<file path="src/sync_length_crc_frame_parser_assert.svh">
// assertion macros for the sync/length/crc frame parser
// depends on nothing; included by the modules that carry assertions
`ifndef SYNC_LENGTH_CRC_FRAME_PARSER_ASSERT_SVH
`define SYNC_LENGTH_CRC_FRAME_PARSER_ASSERT_SVH
`ifndef ASSERT_OFF
// plain property checked on every clock edge outside reset
`define SLCFP_ASSERT(label, clk, rst, prop, msg) \
   label: assert property (@(posedge clk) disable iff (rst) (prop)) else $error(msg);
// same-cycle implication
`define SLCFP_ASSERT_IMPL(label, clk, rst, ante, cons, msg) \
   label: assert property (@(posedge clk) disable iff (rst) (ante) |-> (cons)) \
      else $error(msg);
// next-cycle implication
`define SLCFP_ASSERT_NEXT(label, clk, rst, ante, cons, msg) \
   label: assert property (@(posedge clk) disable iff (rst) (ante) |=> (cons)) \
      else $error(msg);
`else
`define SLCFP_ASSERT(label, clk, rst, prop, msg)
`define SLCFP_ASSERT_IMPL(label, clk, rst, ante, cons, msg)
`define SLCFP_ASSERT_NEXT(label, clk, rst, ante, cons, msg)
`endif
`endif

</file>
<file path="src/slcfp_pkg.sv">
// shared types, constants and the byte-wide crc update for the frame parser
// depends on nothing
`timescale 1ns / 1ps
`default_nettype none

package slcfp_pkg;

   localparam int MAX_PAYLOAD = 256;

   localparam int BYTE_W     = 8;
   localparam int LEN_W      = 16;
   localparam int CRC_W      = 16;
   localparam int CNT_W      = $clog2(MAX_PAYLOAD + 1);
   localparam int IMU_LEN_W  = 9;
   localparam int STATUS_W   = 2;
   localparam int EVT_W      = 32;
   localparam int CSR_DATA_W = 9;
   localparam int CSR_IDX_W  = 1;

   localparam logic [BYTE_W-1:0] SYNC_FIRST  = 8'hFF;
   localparam logic [BYTE_W-1:0] SYNC_SECOND = 8'h5A;
   localparam logic [BYTE_W-1:0] END_BYTE    = 8'h33;
   localparam logic [CRC_W-1:0]  CRC_POLY    = 16'h8408;

   localparam logic [STATUS_W-1:0] STATUS_OK      = 2'd0;
   localparam logic [STATUS_W-1:0] STATUS_CRC_ERR = 2'd1;
   localparam logic [STATUS_W-1:0] STATUS_ETX_ERR = 2'd2;
   localparam logic [STATUS_W-1:0] STATUS_LEN_ERR = 2'd3;

   localparam logic KIND_PAYLOAD = 1'b0;
   localparam logic KIND_VERDICT = 1'b1;

   localparam logic [CSR_IDX_W-1:0] CSR_IMU_MSG_ID = 1'd0;
   localparam logic [CSR_IDX_W-1:0] CSR_IMU_LENGTH = 1'd1;

   localparam logic [BYTE_W-1:0]    IMU_MSG_ID_RST = 8'd2;
   localparam logic [IMU_LEN_W-1:0] IMU_LENGTH_RST = 9'd34;

   typedef enum logic [8:0] {
      PH_SYNC1   = 9'b000000001,
      PH_SYNC2   = 9'b000000010,
      PH_ID      = 9'b000000100,
      PH_LEN_LO  = 9'b000001000,
      PH_LEN_HI  = 9'b000010000,
      PH_PAYLOAD = 9'b000100000,
      PH_CRC_LO  = 9'b001000000,
      PH_CRC_HI  = 9'b010000000,
      PH_END     = 9'b100000000
   } phase_type;

   // item held in the input register
   typedef struct packed {
      logic              valid;
      logic [BYTE_W-1:0] in_byte;
   } slot_type;

   // one result item
   typedef struct packed {
      logic                kind;
      logic [BYTE_W-1:0]   payload_byte;
      logic [BYTE_W-1:0]   payload_index;
      logic [STATUS_W-1:0] status;
      logic [BYTE_W-1:0]   frame_msg_id;
      logic [LEN_W-1:0]    frame_length;
      logic                imu_match;
      logic [EVT_W-1:0]    good_frames;
      logic [EVT_W-1:0]    crc_errors;
      logic [EVT_W-1:0]    etx_errors;
      logic [EVT_W-1:0]    length_errors;
      logic [EVT_W-1:0]    headers_seen;
   } rsp_item_type;

   // crc-16/kermit, reflected, one byte
   function automatic logic [CRC_W-1:0] crc_feed(input logic [CRC_W-1:0] crc,
                                                 input logic [BYTE_W-1:0] b);
      logic [CRC_W-1:0] c;
      c = crc ^ {{(CRC_W-BYTE_W){1'b0}}, b};
      for (int k = 0; k < BYTE_W; k++) begin
         if (c[0]) begin
            c = (c >> 1) ^ CRC_POLY;
         end else begin
            c = c >> 1;
         end
      end
      return c;
   endfunction

endpackage

`default_nettype wire

</file>
<file path="src/slcfp_if.sv">
// valid/ready channel interfaces for the frame parser input and result items
// depends on slcfp_pkg
`timescale 1ns / 1ps
`default_nettype none

interface slcfp_req_if import slcfp_pkg::*; ();
   logic              valid;
   logic              ready;
   logic [BYTE_W-1:0] in_byte;

   modport source (output valid, output in_byte, input ready);
   modport sink   (input valid, input in_byte, output ready);
endinterface

interface slcfp_rsp_if import slcfp_pkg::*; ();
   logic                valid;
   logic                ready;
   logic                kind;
   logic [BYTE_W-1:0]   payload_byte;
   logic [BYTE_W-1:0]   payload_index;
   logic [STATUS_W-1:0] status;
   logic [BYTE_W-1:0]   frame_msg_id;
   logic [LEN_W-1:0]    frame_length;
   logic                imu_match;
   logic [EVT_W-1:0]    good_frames;
   logic [EVT_W-1:0]    crc_errors;
   logic [EVT_W-1:0]    etx_errors;
   logic [EVT_W-1:0]    length_errors;
   logic [EVT_W-1:0]    headers_seen;

   modport source (output valid, output kind, output payload_byte, output payload_index,
                   output status, output frame_msg_id, output frame_length,
                   output imu_match, output good_frames, output crc_errors,
                   output etx_errors, output length_errors, output headers_seen,
                   input ready);
   modport sink   (input valid, input kind, input payload_byte, input payload_index,
                   input status, input frame_msg_id, input frame_length,
                   input imu_match, input good_frames, input crc_errors,
                   input etx_errors, input length_errors, input headers_seen,
                   output ready);
endinterface

`default_nettype wire

</file>
<file path="src/slcfp_in_stage.sv">
// input register of the frame parser: holds one received byte for the core
// depends on slcfp_pkg and slcfp_req_if
`timescale 1ns / 1ps
`default_nettype none

module slcfp_in_stage import slcfp_pkg::*; (
   input  logic        clock,
   input  logic        reset,
   slcfp_req_if.sink   req_chan,
   input  logic        take,
   output slot_type    slot
);

   logic              valid_ff, valid_in;
   logic [BYTE_W-1:0] byte_ff, byte_in;
   logic              accept;

   assign req_chan.ready = !valid_ff || take;
   assign accept         = req_chan.valid && req_chan.ready;

   always_comb begin
      valid_in = valid_ff;
      byte_in  = byte_ff;
      if (accept) begin
         valid_in = 1'b1;
         byte_in  = req_chan.in_byte;
      end else if (take) begin
         valid_in = 1'b0;
      end
   end

   always_ff @(posedge clock) begin
      if (reset) begin
         valid_ff <= 1'b0;
      end else begin
         valid_ff <= valid_in;
      end
      byte_ff <= byte_in;
   end

   assign slot.valid   = valid_ff;
   assign slot.in_byte = byte_ff;

endmodule

`default_nettype wire

</file>
<file path="src/slcfp_core.sv">
// frame parser core: phase machine, crc update, counters and result build
// depends on slcfp_pkg and the assertion macro header
`timescale 1ns / 1ps
`default_nettype none
`include "sync_length_crc_frame_parser_assert.svh"

module slcfp_core import slcfp_pkg::*; (
   input  logic                  clock,
   input  logic                  reset,
   input  slot_type              slot,
   input  logic                  out_ready,
   input  logic                  csr_wr_en,
   input  logic [CSR_IDX_W-1:0]  csr_index,
   input  logic [CSR_DATA_W-1:0] csr_wr_data,
   output logic                  take,
   output logic                  item_valid,
   output rsp_item_type          item
);

   phase_type              phase_ff, phase_in;
   logic [BYTE_W-1:0]      msg_id_ff, msg_id_in;
   logic [BYTE_W-1:0]      len_low_ff, len_low_in;
   logic [LEN_W-1:0]       length_ff, length_in;
   logic [CNT_W-1:0]       count_ff, count_in;
   logic [CRC_W-1:0]       rx_crc_ff, rx_crc_in;
   logic [CRC_W-1:0]       crc_ff, crc_in;
   logic [EVT_W-1:0]       good_ff, good_in;
   logic [EVT_W-1:0]       crc_err_ff, crc_err_in;
   logic [EVT_W-1:0]       etx_err_ff, etx_err_in;
   logic [EVT_W-1:0]       len_err_ff, len_err_in;
   logic [EVT_W-1:0]       hdr_ff, hdr_in;
   logic [BYTE_W-1:0]      imu_id_ff, imu_id_in;
   logic [IMU_LEN_W-1:0]   imu_len_ff, imu_len_in;

   logic [BYTE_W-1:0]   b;
   logic [LEN_W-1:0]    new_len;
   logic                too_big;
   logic [CNT_W-1:0]    count_next;
   logic [CRC_W-1:0]    crc_upd;
   logic                hdr_hit, len_hit, etx_hit, crc_hit, good_hit;
   logic                in_payload, in_end, makes_result;
   logic [LEN_W-1:0]    verdict_len;
   logic [STATUS_W-1:0] verdict_status;

   assign b          = slot.in_byte;
   assign new_len    = {b, len_low_ff};
   assign too_big    = new_len > LEN_W'(MAX_PAYLOAD);
   assign count_next = count_ff + CNT_W'(1);
   assign crc_upd    = crc_feed(crc_ff, b);
   assign in_payload = phase_ff == PH_PAYLOAD;
   assign in_end     = phase_ff == PH_END;

   // events of the current item
   assign hdr_hit  = slot.valid && phase_ff == PH_SYNC2 && b == SYNC_SECOND;
   assign len_hit  = slot.valid && phase_ff == PH_LEN_HI && too_big;
   assign etx_hit  = slot.valid && in_end && b != END_BYTE;
   assign crc_hit  = slot.valid && in_end && b == END_BYTE && crc_ff != rx_crc_ff;
   assign good_hit = slot.valid && in_end && b == END_BYTE && crc_ff == rx_crc_ff;

   assign makes_result = slot.valid && (in_payload || in_end || len_hit);
   assign item_valid   = makes_result;
   assign take         = slot.valid && (!makes_result || out_ready);

   assign good_in    = good_ff    + EVT_W'(good_hit);
   assign crc_err_in = crc_err_ff + EVT_W'(crc_hit);
   assign etx_err_in = etx_err_ff + EVT_W'(etx_hit);
   assign len_err_in = len_err_ff + EVT_W'(len_hit);
   assign hdr_in     = hdr_ff     + EVT_W'(hdr_hit);

   always_comb begin
      phase_in   = phase_ff;
      msg_id_in  = msg_id_ff;
      len_low_in = len_low_ff;
      length_in  = length_ff;
      count_in   = count_ff;
      rx_crc_in  = rx_crc_ff;
      crc_in     = crc_ff;
      case (phase_ff)
         PH_SYNC1: begin
            if (b == SYNC_FIRST) begin
               phase_in = PH_SYNC2;
            end
         end
         PH_SYNC2: begin
            if (b == SYNC_SECOND) begin
               crc_in   = '0;
               phase_in = PH_ID;
            end else if (b != SYNC_FIRST) begin
               phase_in = PH_SYNC1;
            end
         end
         PH_ID: begin
            msg_id_in = b;
            crc_in    = crc_upd;
            phase_in  = PH_LEN_LO;
         end
         PH_LEN_LO: begin
            len_low_in = b;
            crc_in     = crc_upd;
            phase_in   = PH_LEN_HI;
         end
         PH_LEN_HI: begin
            length_in = new_len;
            crc_in    = crc_upd;
            count_in  = '0;
            if (too_big) begin
               phase_in = PH_SYNC1;
            end else if (new_len == '0) begin
               phase_in = PH_CRC_LO;
            end else begin
               phase_in = PH_PAYLOAD;
            end
         end
         PH_PAYLOAD: begin
            crc_in   = crc_upd;
            count_in = count_next;
            if (LEN_W'(count_next) >= length_ff) begin
               phase_in = PH_CRC_LO;
            end
         end
         PH_CRC_LO: begin
            rx_crc_in = {{(CRC_W-BYTE_W){1'b0}}, b};
            phase_in  = PH_CRC_HI;
         end
         PH_CRC_HI: begin
            rx_crc_in = {b, rx_crc_ff[BYTE_W-1:0]};
            phase_in  = PH_END;
         end
         PH_END: begin
            phase_in = PH_SYNC1;
         end
         default: begin
            phase_in = PH_SYNC1;
         end
      endcase
   end

   // configuration writes
   always_comb begin
      imu_id_in  = imu_id_ff;
      imu_len_in = imu_len_ff;
      if (csr_wr_en) begin
         case (csr_index)
            CSR_IMU_MSG_ID: imu_id_in  = csr_wr_data[BYTE_W-1:0];
            CSR_IMU_LENGTH: imu_len_in = csr_wr_data[IMU_LEN_W-1:0];
            default: begin
            end
         endcase
      end
   end

   // result build
   always_comb begin
      if (len_hit) begin
         verdict_status = STATUS_LEN_ERR;
      end else if (etx_hit) begin
         verdict_status = STATUS_ETX_ERR;
      end else if (crc_hit) begin
         verdict_status = STATUS_CRC_ERR;
      end else begin
         verdict_status = STATUS_OK;
      end
      verdict_len = len_hit ? new_len : length_ff;
      item = '0;
      if (in_payload) begin
         item.kind          = KIND_PAYLOAD;
         item.payload_byte  = b;
         item.payload_index = BYTE_W'(count_ff);
      end else begin
         item.kind          = KIND_VERDICT;
         item.status        = verdict_status;
         item.frame_msg_id  = msg_id_ff;
         item.frame_length  = verdict_len;
         item.imu_match     = verdict_status == STATUS_OK && msg_id_ff == imu_id_ff &&
                              verdict_len == LEN_W'(imu_len_ff);
         item.good_frames   = good_in;
         item.crc_errors    = crc_err_in;
         item.etx_errors    = etx_err_in;
         item.length_errors = len_err_in;
         item.headers_seen  = hdr_in;
      end
   end

   always_ff @(posedge clock) begin
      if (reset) begin
         phase_ff   <= PH_SYNC1;
         msg_id_ff  <= '0;
         len_low_ff <= '0;
         length_ff  <= '0;
         count_ff   <= '0;
         rx_crc_ff  <= '0;
         crc_ff     <= '0;
         good_ff    <= '0;
         crc_err_ff <= '0;
         etx_err_ff <= '0;
         len_err_ff <= '0;
         hdr_ff     <= '0;
         imu_id_ff  <= IMU_MSG_ID_RST;
         imu_len_ff <= IMU_LENGTH_RST;
      end else begin
         if (take) begin
            phase_ff   <= phase_in;
            msg_id_ff  <= msg_id_in;
            len_low_ff <= len_low_in;
            length_ff  <= length_in;
            count_ff   <= count_in;
            rx_crc_ff  <= rx_crc_in;
            crc_ff     <= crc_in;
            good_ff    <= good_in;
            crc_err_ff <= crc_err_in;
            etx_err_ff <= etx_err_in;
            len_err_ff <= len_err_in;
            hdr_ff     <= hdr_in;
         end
         imu_id_ff  <= imu_id_in;
         imu_len_ff <= imu_len_in;
      end
   end

   `SLCFP_ASSERT_IMPL(a_payload_in_range, clock, reset, phase_ff == PH_PAYLOAD, LEN_W'(count_ff) < length_ff && length_ff <= LEN_W'(MAX_PAYLOAD), "payload count out of range")
   `SLCFP_ASSERT_NEXT(a_verdict_resyncs, clock, reset, take && item_valid && item.kind == KIND_VERDICT, phase_ff == PH_SYNC1, "parser not back to sync hunt after verdict")
   `SLCFP_ASSERT_NEXT(a_good_steps, clock, reset, take && good_hit, good_ff == $past(good_ff) + EVT_W'(1), "good frame counter did not step")
   `SLCFP_ASSERT_IMPL(a_result_needs_room, clock, reset, take && item_valid, out_ready, "result taken without room in output register")

endmodule

`default_nettype wire

</file>
<file path="src/slcfp_out_stage.sv">
// output register of the frame parser: holds one result item for the sink
// depends on slcfp_pkg and slcfp_rsp_if
`timescale 1ns / 1ps
`default_nettype none

module slcfp_out_stage import slcfp_pkg::*; (
   input  logic          clock,
   input  logic          reset,
   input  logic          item_valid,
   input  rsp_item_type  item,
   output logic          out_ready,
   slcfp_rsp_if.source   rsp_chan
);

   logic         valid_ff, valid_in;
   rsp_item_type item_ff, item_in;
   logic         load;

   assign out_ready = !valid_ff || rsp_chan.ready;
   assign load      = item_valid && out_ready;
   assign valid_in  = load || (valid_ff && !rsp_chan.ready);
   assign item_in   = load ? item : item_ff;

   always_ff @(posedge clock) begin
      if (reset) begin
         valid_ff <= 1'b0;
      end else begin
         valid_ff <= valid_in;
      end
      item_ff <= item_in;
   end

   assign rsp_chan.valid         = valid_ff;
   assign rsp_chan.kind          = item_ff.kind;
   assign rsp_chan.payload_byte  = item_ff.payload_byte;
   assign rsp_chan.payload_index = item_ff.payload_index;
   assign rsp_chan.status        = item_ff.status;
   assign rsp_chan.frame_msg_id  = item_ff.frame_msg_id;
   assign rsp_chan.frame_length  = item_ff.frame_length;
   assign rsp_chan.imu_match     = item_ff.imu_match;
   assign rsp_chan.good_frames   = item_ff.good_frames;
   assign rsp_chan.crc_errors    = item_ff.crc_errors;
   assign rsp_chan.etx_errors    = item_ff.etx_errors;
   assign rsp_chan.length_errors = item_ff.length_errors;
   assign rsp_chan.headers_seen  = item_ff.headers_seen;

endmodule

`default_nettype wire

</file>
<file path="src/sync_length_crc_frame_parser.sv">
// framed serial parser: one received byte per input item; hunts for the sync
// pair ff 5a, reads id, little-endian length, payload, little-endian crc-16/kermit
// and end byte 33, passes each payload byte out as a result item and closes each
// frame with one verdict item carrying wrapping event counters. one byte is taken
// per clock unless its result finds no room in the output register; a byte passes
// the input register, the combinational parse and crc logic and then the output
// register. bytes that give no result keep flowing while a result waits at rsp.
// depends on slcfp_pkg, slcfp_if, slcfp_in_stage, slcfp_core, slcfp_out_stage
`timescale 1ns / 1ps
`default_nettype none

module sync_length_crc_frame_parser import slcfp_pkg::*; (
   input  logic                  clock,
   input  logic                  reset,
   slcfp_req_if.sink             req_chan,
   slcfp_rsp_if.source           rsp_chan,
   input  logic                  csr_wr_en,
   input  logic [CSR_IDX_W-1:0]  csr_index,
   input  logic [CSR_DATA_W-1:0] csr_wr_data
);

   // input register to core
   slot_type     slot;
   logic         take;

   // core to output register
   logic         item_valid;
   rsp_item_type item;
   logic         out_ready;

   // input register: one byte held for the parse logic
   slcfp_in_stage u_in_stage (
      .clock    (clock),
      .reset    (reset),
      .req_chan (req_chan),
      .take     (take),
      .slot     (slot)
   );

   // phase machine, crc, counters and imu settings
   slcfp_core u_core (
      .clock       (clock),
      .reset       (reset),
      .slot        (slot),
      .out_ready   (out_ready),
      .csr_wr_en   (csr_wr_en),
      .csr_index   (csr_index),
      .csr_wr_data (csr_wr_data),
      .take        (take),
      .item_valid  (item_valid),
      .item        (item)
   );

   // output register toward the result sink
   slcfp_out_stage u_out_stage (
      .clock      (clock),
      .reset      (reset),
      .item_valid (item_valid),
      .item       (item),
      .out_ready  (out_ready),
      .rsp_chan   (rsp_chan)
   );

endmodule

`default_nettype wire
</file>
<file path="src/flat_wrapper.sv">
// flat-port wrapper written by rule: the top's interface ports become plain ports
module sync_length_crc_frame_parser_flat import slcfp_pkg::*;
  (clock, reset, csr_wr_en, csr_index, csr_wr_data, req_chan_valid, req_chan_in_byte, req_chan_ready, rsp_chan_valid, rsp_chan_kind, rsp_chan_payload_byte, rsp_chan_payload_index, rsp_chan_status, rsp_chan_frame_msg_id, rsp_chan_frame_length, rsp_chan_imu_match, rsp_chan_good_frames, rsp_chan_crc_errors, rsp_chan_etx_errors, rsp_chan_length_errors, rsp_chan_headers_seen, rsp_chan_ready);
  slcfp_req_if req_chan_i ();
  slcfp_rsp_if rsp_chan_i ();
  input  logic clock;
  input  logic reset;
  input  logic csr_wr_en;
  input  logic [CSR_IDX_W-1:0] csr_index;
  input  logic [CSR_DATA_W-1:0] csr_wr_data;
  input wire logic [$bits(req_chan_i.valid)-1:0] req_chan_valid;
  input wire logic [$bits(req_chan_i.in_byte)-1:0] req_chan_in_byte;
  output wire logic [$bits(req_chan_i.ready)-1:0] req_chan_ready;
  output wire logic [$bits(rsp_chan_i.valid)-1:0] rsp_chan_valid;
  output wire logic [$bits(rsp_chan_i.kind)-1:0] rsp_chan_kind;
  output wire logic [$bits(rsp_chan_i.payload_byte)-1:0] rsp_chan_payload_byte;
  output wire logic [$bits(rsp_chan_i.payload_index)-1:0] rsp_chan_payload_index;
  output wire logic [$bits(rsp_chan_i.status)-1:0] rsp_chan_status;
  output wire logic [$bits(rsp_chan_i.frame_msg_id)-1:0] rsp_chan_frame_msg_id;
  output wire logic [$bits(rsp_chan_i.frame_length)-1:0] rsp_chan_frame_length;
  output wire logic [$bits(rsp_chan_i.imu_match)-1:0] rsp_chan_imu_match;
  output wire logic [$bits(rsp_chan_i.good_frames)-1:0] rsp_chan_good_frames;
  output wire logic [$bits(rsp_chan_i.crc_errors)-1:0] rsp_chan_crc_errors;
  output wire logic [$bits(rsp_chan_i.etx_errors)-1:0] rsp_chan_etx_errors;
  output wire logic [$bits(rsp_chan_i.length_errors)-1:0] rsp_chan_length_errors;
  output wire logic [$bits(rsp_chan_i.headers_seen)-1:0] rsp_chan_headers_seen;
  input wire logic [$bits(rsp_chan_i.ready)-1:0] rsp_chan_ready;
  assign req_chan_i.valid = req_chan_valid;
  assign req_chan_i.in_byte = req_chan_in_byte;
  assign req_chan_ready = req_chan_i.ready;
  assign rsp_chan_valid = rsp_chan_i.valid;
  assign rsp_chan_kind = rsp_chan_i.kind;
  assign rsp_chan_payload_byte = rsp_chan_i.payload_byte;
  assign rsp_chan_payload_index = rsp_chan_i.payload_index;
  assign rsp_chan_status = rsp_chan_i.status;
  assign rsp_chan_frame_msg_id = rsp_chan_i.frame_msg_id;
  assign rsp_chan_frame_length = rsp_chan_i.frame_length;
  assign rsp_chan_imu_match = rsp_chan_i.imu_match;
  assign rsp_chan_good_frames = rsp_chan_i.good_frames;
  assign rsp_chan_crc_errors = rsp_chan_i.crc_errors;
  assign rsp_chan_etx_errors = rsp_chan_i.etx_errors;
  assign rsp_chan_length_errors = rsp_chan_i.length_errors;
  assign rsp_chan_headers_seen = rsp_chan_i.headers_seen;
  assign rsp_chan_i.ready = rsp_chan_ready;
  sync_length_crc_frame_parser u_core (.clock(clock), .reset(reset), .req_chan(req_chan_i), .rsp_chan(rsp_chan_i), .csr_wr_en(csr_wr_en), .csr_index(csr_index), .csr_wr_data(csr_wr_data));
endmodule
</file>
<file path="config.mk">
export PLATFORM = sky130hd
export DESIGN_NAME = sync_length_crc_frame_parser_flat
export DESIGN_NICKNAME = d
export VERILOG_FILES = /design/src/slcfp_pkg.sv /design/src/slcfp_if.sv /design/src/slcfp_in_stage.sv /design/src/slcfp_core.sv /design/src/slcfp_out_stage.sv /design/src/sync_length_crc_frame_parser.sv /design/src/flat_wrapper.sv
export VERILOG_INCLUDE_DIRS = /design/src /design/src/src
export SDC_FILE = /design/constraint.sdc
export NUM_CORES = 1
export LEC_CHECK = 0
export BUFFER_PORTS_ARGS = -buffer_cell sky130_fd_sc_hd__buf_2
export CAP_MARGIN = 0
export CORE_ASPECT_RATIO = 0.5
export CORE_UTILIZATION = 52
export CTS_CLUSTER_DIAMETER = 100
export DETAILED_ROUTE_END_ITERATION = 10
export GPL_TIMING_DRIVEN = 0
export PLACE_DENSITY = 0.75
export SYNTH_ARGS = -nofsm -noshare
export SYNTH_HDL_FRONTEND = slang
export SYNTH_HIERARCHICAL = 1
export SYNTH_SLANG_ARGS = --single-unit
export TNS_END_PERCENT = 20
</file>
<file path="constraint.sdc">
create_clock -name clock -period 4.2 [get_ports clock]
set_input_delay 0.63 -clock clock [delete_from_list [all_inputs] [get_ports clock]]
set_output_delay 0.63 -clock clock [all_outputs]
set_load 0.02 [all_outputs]
</file>
==> results of run 1 <==
-- cell type report --
cell class / instances / area share, %
inverter: 35 / 0.509
tap: 577 / 2.77
timing repair buffer: 237 / 4.87
buffer: 143 / 2.45
multi-input combinational: 1639 / 39.4
clock buffer: 60 / 4.86
sequential: 473 / 44.5
clock inverter: 22 / 0.673
-- worst paths after layout --
path	depth (start not counted)	start	end	slack, ns
worst max-delay path	15	u_core/u_core/phase_ff[0]$_SDFFE_PP1P_	u_core/u_out_stage/rsp_chan.crc_errors[26]$_DFFE_PP_	0.06
worst min-delay path	1	req_chan_in_byte[4]	u_core/u_in_stage/byte_ff[4]$_DFFE_PP_	0.24
worst min register to register	2	u_core/u_core/good_ff[0]$_SDFFE_PP0N_	u_core/u_core/good_ff[0]$_SDFFE_PP0N_	0.46
worst max register to register	15	u_core/u_core/phase_ff[0]$_SDFFE_PP1P_	u_core/u_out_stage/rsp_chan.crc_errors[26]$_DFFE_PP_	0.06
-- layout by cell type, fill, tap and decap left out, types with 5 or more instances in the layout --
cell       count
nor2b_1        8
xnor2_1      130
nor4_4         9
buf_2        266
nand4b_1      16
dfxtp_1      260
or3_1         17
clkbuf_1      99
nand4_1       56
nand2b_1       7
o31ai_1        7
o31ai_2        6
o21ai_1        7
or4_1         17
clkinv_2       7
inv_1         29
xor2_1       201
o21ai_0       19
o32ai_1       14
nor2_1       388
and2_1        38
buf_4         12
a31o_1         6
or2_2          6
clkbuf_16     47
mux2i_1       37
o311ai_0       6
and4_1        21
nor3_1        45
inv_2          5
nand3_1      132
nand2_1      205
clkinv_1       6
nor4_2         6
a21oi_1       72
o211ai_1      29
nor4_1        17
and3_1        27
ha_1          16
edfxtp_1     212
-- report_power, final --
part / internal (mW) / switching [mW]
Clock: 2.25 / 1.78
Sequential: 4.78 / 0.0117
Combinational: 0.0766 / 0.242
Total: 7.11 / 2.04
-- worst register-to-register path, stage by stage (launching register included) --
cell and delay (ns):
dfxtp_1 0.29, buf_2 0.16, or4_4 0.54, or3_4 0.42, or4b_4 0.55, nand2b_1 0.19
inv_2 0.16, ha_4 0.18, ha_2 0.21, and3_4 0.25, nand4_1 0.12, buf_4 0.20
nor3_4 0.25, nand2_1 0.12, xor2_1 0.16, nor2_1 0.06
-- stage by stage --
stage	setup TNS, ns	area [µm²]	util [%]
after floorplan	0	22400	-
after global placement	-112.44	24300	57.5
after detailed placement	-11.05	24400	57.6
after CTS	-0.111	25900	61.4
after global routing	-0.173	26000	61.7
final	0	26000	61.7
-- metal layers --
layer / up-vias / routed length [µm]
met3: 122 / 4860
li1: 8526 / -
met5: - / 0
met2: 657 / 28500
met1: 8770 / 26000
met4: 0 / 1650
-- timing repair --
item,4_1_cts,5_1_grt
endpoints found under the hold margin,0,0
setup endpoints to repair,55,85
pin swaps,4,1
buffers inserted,5,1
gates resized for setup,18,26
-- logic make-up after synthesis --
logic type | count (synthesis) | synth area share [%]
simple gates | 1050 | 22.8
flops | 473 | 51.7
xor+xnor | 331 | 12.9
compound gates | 199 | 6.19
buf+inv | 181 | 3.47
mux | 40 | 1.80
fa+ha+maj | 19 | 1.06
==> flow_summary.ini, run 1 <==
[clocking]
clk_latency_ns = 0.57
cts.sinks = 473
cts.reportedPaths.clkPinSlew_ns = 0.06
cts_tree = done
cts_hold_buf = 0
root_buffer = clkbuf_16
clockBufferDepth = 3
htree_levels = 2
cts_buffers = 44

[route]
dr.first_iter.drc_count = 1769
drc = 0
detail_route.first_pass.iterations = 5
wl_um = 61000
ant_nets = 0
vias = 18075
wl_per_cell_um = 19.2
vias_per_cell = 5.67

[timing]
slew_headroom_pct = 20.0
hold_viol_final = 0
rsz0062_at_grt = true
drv_slew = 0
tightestPinTransition_ns = 1.20
fin_crit_ns = 4.14
fin_skew_ns = 0.0252
fin_crit_sh_pct = 98.5
setup_viol = 0
worst_slack_ns = 0.0630
timing.hold.ws_ns = 0.245
fmax_mhz = 242

[placed_design]
portBuffers = 228
dp.cells = 3101
gp_congestion = 0.950
hpwl_um = 43300
place_ws_ns = -0.635

[global_route]
antenna_found_initial = 0
gr-usage-all-layers_pct = 27.3
grt_pass1_vias = 17037
grt_pass1_wl_um = 93500
met1_usage_pct = 37.2
grt_use_met3_pct = 5.11
grt-ovfl-total = 0
grt_use_met2_pct = 44.1
grt_max_degree = 68
busiest_layer = met2

[logic_synthesis]
synth-edff-count = 212
yosysUniqueCellTypes = 81
syn_area_um2 = 22400
yosys_warnings = 6
synth_ff_type = dfxtp_1
synthCells = 2293
syn-num-nets = 2335
ys_top_cells_by_area = edfxtp_1 (28%), dfxtp_1 (23%), xor2_1 (7.9%)
synth_area_leader_cell = edfxtp_1
synth-async-reset-ratio_pct = 0
synth_common_cells = nor2_1 (392), dfxtp_1 (261), edfxtp_1 (212)
synth.most_common_cell = nor2_1
ys_seq_area_share_pct = 51.7
avgSynthCellArea_um2 = 9.77
synth_top_area_share_pct = 28.4
synth-seq-cells = 473

[floorplan]
ios = 229
start_util_pct = 53.0
die_w_um = 296
num_rows = 53
core_um2 = 42200
die_h_um = 149
dieArea_um2 = 44000

[setup_path]
crit_slowest_cell = or4b_4
crit_arrival_ns = 4.42
start_kind = register
end_kind = register
cp_num_buf_inv = 3
cpLargestDelayFamily = simple AND/OR/NAND/NOR gates
crit_chain = buf_2 > or4_4 > or3_4 > or4b_4 > nand2b_1 > inv_2 > ha_4 > ha_2 > and3_4 > nand4_1 > buf_4 > nor3_4 > nand2_1 > xor2_1 > nor2_1
cp_max_fo = 9
worstSetupPathType = register to register
worst_ep_required_time_ns = 4.48
cpPeakStageDelay_ns = 0.55

[layout]
multi_input_area_um2 = 10300
n_antenna_cell = 0
fin_nets = 2615
drive_gt1_share_pct = 16.6
nFillCells = 3468
synthToLayoutAreaGrowth_pct = 16.2
final_cells = 3186
seqCellArea_um2 = 11600

[power]
p_total_mw = 9.14
power_density_nw_per_um2 = 351
ir_drop_mv = 0.272
power.leakage_nw = 10.5

[job]
cap_violations = 0

[worst_hold_path]
hold_path.class = primary input to register

[status]
outcome = complete, no violations
(Power assumes the default switching activity.)
==> run 2, diff against run 1 <==
--- a/config.mk
+++ b/config.mk
@@ -6,6 +6,7 @@
 export SDC_FILE = /design/constraint.sdc
 export NUM_CORES = 1
 export LEC_CHECK = 0
+export ABC_AREA = 1
 export BUFFER_PORTS_ARGS = -buffer_cell sky130_fd_sc_hd__buf_2
 export CAP_MARGIN = 0
 export CORE_ASPECT_RATIO = 0.5
@@ -13,7 +14,7 @@
 export CTS_CLUSTER_DIAMETER = 100
 export DETAILED_ROUTE_END_ITERATION = 10
 export GPL_TIMING_DRIVEN = 0
-export PLACE_DENSITY = 0.75
+export PLACE_DENSITY = 0.72
 export SYNTH_ARGS = -nofsm -noshare
 export SYNTH_HDL_FRONTEND = slang
 export SYNTH_HIERARCHICAL = 1
==> constraint.sdc (replaced) <==
create_clock -name clock -period 4.9 [get_ports clock]
set_input_delay 0.735 -clock clock [delete_from_list [all_inputs] [get_ports clock]]
set_output_delay 0.735 -clock clock [all_outputs]
set_load 0.02 [all_outputs]
==> run 2 against run 1 <==
Sequential cell count unchanged; clock-buffer cell count is 3 lower; critical endpoint is now u_core/u_out_stage/rsp_chan.good_frames[28]$_DFFE_PP_; sequential share of layout area up 0.18 points; via count increased by 7.3%; clock power is 15% lower; first-iteration DRC count up 4.7%; die area increased by 0.30%; setup slack improved by 0.28 ns; cell area fell by 0.41%; synthesized cell count grew 20%; hold slack better by 0.10 ns.
==> flow_summary.ini, run 2 <==
[status]
outcome = complete, no violations

[logic_synthesis]
synth-edff-count = 212
synthCells = 2748
ys_top_cells_by_area = edfxtp_1 (28%), dfxtp_1 (23%), nand2_1 (8.2%)
yosys_warnings = 6
ys_seq_area_share_pct = 51.6
synth-seq-cells = 473
syn_area_um2 = 22500
syn-num-nets = 2790
yosysUniqueCellTypes = 44
synth.most_common_cell = nand2_1
avgSynthCellArea_um2 = 8.18
synth_area_leader_cell = edfxtp_1
synth_ff_type = dfxtp_1
synth-async-reset-ratio_pct = 0
synth_top_area_share_pct = 28.3
synth_common_cells = nand2_1 (493), nor2_1 (454), inv_1 (306)

[worst_hold_path]
holdPathEnd = u_core/u_in_stage/byte_ff[4]$_DFFE_PP_
holdPathStages = 1
worstHoldStart = req_chan_in_byte[4]
hold_path.class = primary input to register

[setup_path]
worstSetupPathType = register to register
r2r_slack_ns = 0.35
critical_path_depth = 18
start_kind = register
cp_num_buf_inv = 5
cpPeakStageDelay_ns = 0.67
cp_max_fo = 10
worstReg2RegEnd = u_core/u_out_stage/rsp_chan.good_frames[28]$_DFFE_PP_
rr_worst_depth = 18
crit_slowest_cell = buf_1
cpLargestDelayFamily = simple AND/OR/NAND/NOR gates
end_kind = register
worst_ep_required_time_ns = 5.30
crit_chain = buf_1 > nand3_1 > inv_1 > nand3_1 > inv_1 > nand2_1 > nor2_1 > ha_1 > ha_1 > inv_1 > nor3_1 > nand2_1 > nor2_1 > nand4_1 > nor2_1 > xor2_1 > inv_1 > nor2_1
crit_arrival_ns = 4.95
reg2reg_from = u_core/u_in_stage/byte_ff[5]$_DFFE_PP_

[timing]
fmax_mhz = 220
fin_crit_ns = 4.55
drv_slew = 0
setup_viol = 0
fin_crit_sh_pct = 92.9
setup-tns-final_ns = 0
tightestPinTransition_ns = 0.895
worst_slack_ns = 0.347
hold_viol_final = 0
fin_skew_ns = 0.0298
timing.hold.ws_ns = 0.347
slew_headroom_pct = 40.2
rsz0062_at_grt = false

[layout]
fin_nets = 3070
nFillCells = 3807
drive_gt1_share_pct = 13.3
final_cells = 3640
n_antenna_cell = 0
layout_commonest_cell = nand2_1
synthToLayoutAreaGrowth_pct = 15.4
final_cell_mix = nand2_1 (493), nor2_1 (454), inv_1 (306)

[floorplan]
start_util_pct = 53.1
ios = 229
num_rows = 53
die_h_um = 149
dieArea_um2 = 44100
core_um2 = 42300
die_w_um = 296

[global_route]
gr-usage-all-layers_pct = 28.0
grt_max_degree = 34
antenna_found_initial = 0
grt-ovfl-total = 0
grt_pass1_vias = 17971
grt_pass1_wl_um = 96500

[clocking]
cts_hold_buf = 0
cts_setup_buffers = 0
cts.reportedPaths.clkPinSlew_ns = 0.07
clockBufferDepth = 3
ctsResizeCount = 0
root_buffer = clkbuf_16
clk_latency_ns = 0.57
cts_tree = done
htree_levels = 2
cts_buffers = 43
cts.sinks = 473

[power]
power_density_nw_per_um2 = 339
ir_drop_mv = 0.247
p_total_mw = 8.81
power.leakage_nw = 10.6

[route]
detail_route.first_pass.iterations = 6
ant_nets = 0
vias_per_cell = 5.33
wl_um = 62100
vias = 19403
drc = 0
dr.first_iter.drc_count = 1853
wl_per_cell_um = 17.1

[placed_design]
hpwl_um = 46400
portBuffers = 228
dp.cells = 3560
place_ws_ns = 0.427
gp_congestion = 0.988

[job]
cap_violations = 0
run 2: worst max-delay path by stage:
stage                                           startpoint                                               endpoint  slack [ns]
floorplan           u_core/u_in_stage/byte_ff[0]$_DFFE_PP_    u_core/u_out_stage/rsp_chan.crc_errors[0]$_DFFE_PP_       -0.13
global placement    u_core/u_core/phase_ff[0]$_SDFFE_PP1P_   u_core/u_out_stage/rsp_chan.etx_errors[17]$_DFFE_PP_       -1.68
detailed placement  u_core/u_in_stage/byte_ff[5]$_DFFE_PP_   u_core/u_out_stage/rsp_chan.crc_errors[30]$_DFFE_PP_        0.43
CTS                 u_core/u_in_stage/byte_ff[5]$_DFFE_PP_   u_core/u_out_stage/rsp_chan.crc_errors[30]$_DFFE_PP_        0.39
global route        u_core/u_in_stage/byte_ff[5]$_DFFE_PP_  u_core/u_out_stage/rsp_chan.good_frames[28]$_DFFE_PP_        0.14
finish              u_core/u_in_stage/byte_ff[5]$_DFFE_PP_  u_core/u_out_stage/rsp_chan.good_frames[28]$_DFFE_PP_        0.35
run 2: cell families after synthesis:
| logic type | share of synthesized area (%) |
|---|---|
| xor gates and xnor gates | 6.47 |
| AOI/OAI and AO/OA | 9.69 |
| buffers and inverters | 7.83 |
| DFF | 51.6 |
| adders and majority gates | 1.06 |
| and+or+nand+nor | 23.4 |
run 2: worst register-to-register path: stages (launching register included):
cell and delay [ns]:
edfxtp_1 0.39, buf_1 0.67, nand3_1 0.16, inv_1 0.13
nand3_1 0.10, inv_1 0.06, nand2_1 0.07, nor2_1 0.51
ha_1 0.30, ha_1 0.21, inv_1 0.08, nor3_1 0.36
nand2_1 0.22, nor2_1 0.33, nand4_1 0.24, nor2_1 0.18
xor2_1 0.16, inv_1 0.07, nor2_1 0.15
run 2: layout make-up:
type / instances / area [µm²] / share of cell area [%]
Buffer: 111 / 602 / 2.32
Clock buffer: 57 / 1160 / 4.47
Clock inverter: 23 / 253 / 0.974
Inverter: 312 / 1170 / 4.52
Multi-Input combinational cell: 1852 / 9140 / 35.2
Sequential cell: 473 / 11600 / 44.7
Tap cell: 577 / 722 / 2.78
Timing Repair Buffer: 235 / 1300 / 5.00
run 2: power breakdown:
group	total [mW]	leakage [nW]	switching (mW)	internal [mW]
logic	0.916	5.77	0.616	0.300
registers	4.45	4.15	0.157	4.29
clock network	3.44	0.687	1.50	1.94
total	8.81	10.6	2.27	6.53
run 2: metrics by stage:
| stage | area, µm² | util [%] |
|---|---|---|
| 2_1_floorplan | 22500 | - |
| 3_3_place_gp | 24400 | 57.6 |
| 3_5_place_dp | 24500 | 58.0 |
| 4_1_cts | 25900 | 61.3 |
| 5_1_grt | 25900 | 61.3 |
| 6_report | 25900 | 61.3 |
run 2: routing by layer:
layer  share of wire (%)  vias up  GRT usage, %
li1                    -     9538             -
met1                  45     9159          39.5
met2                  47      613          46.1
met3                 6.1       93          3.25
met4                 2.1        0          7.09
met5                   0        -             0
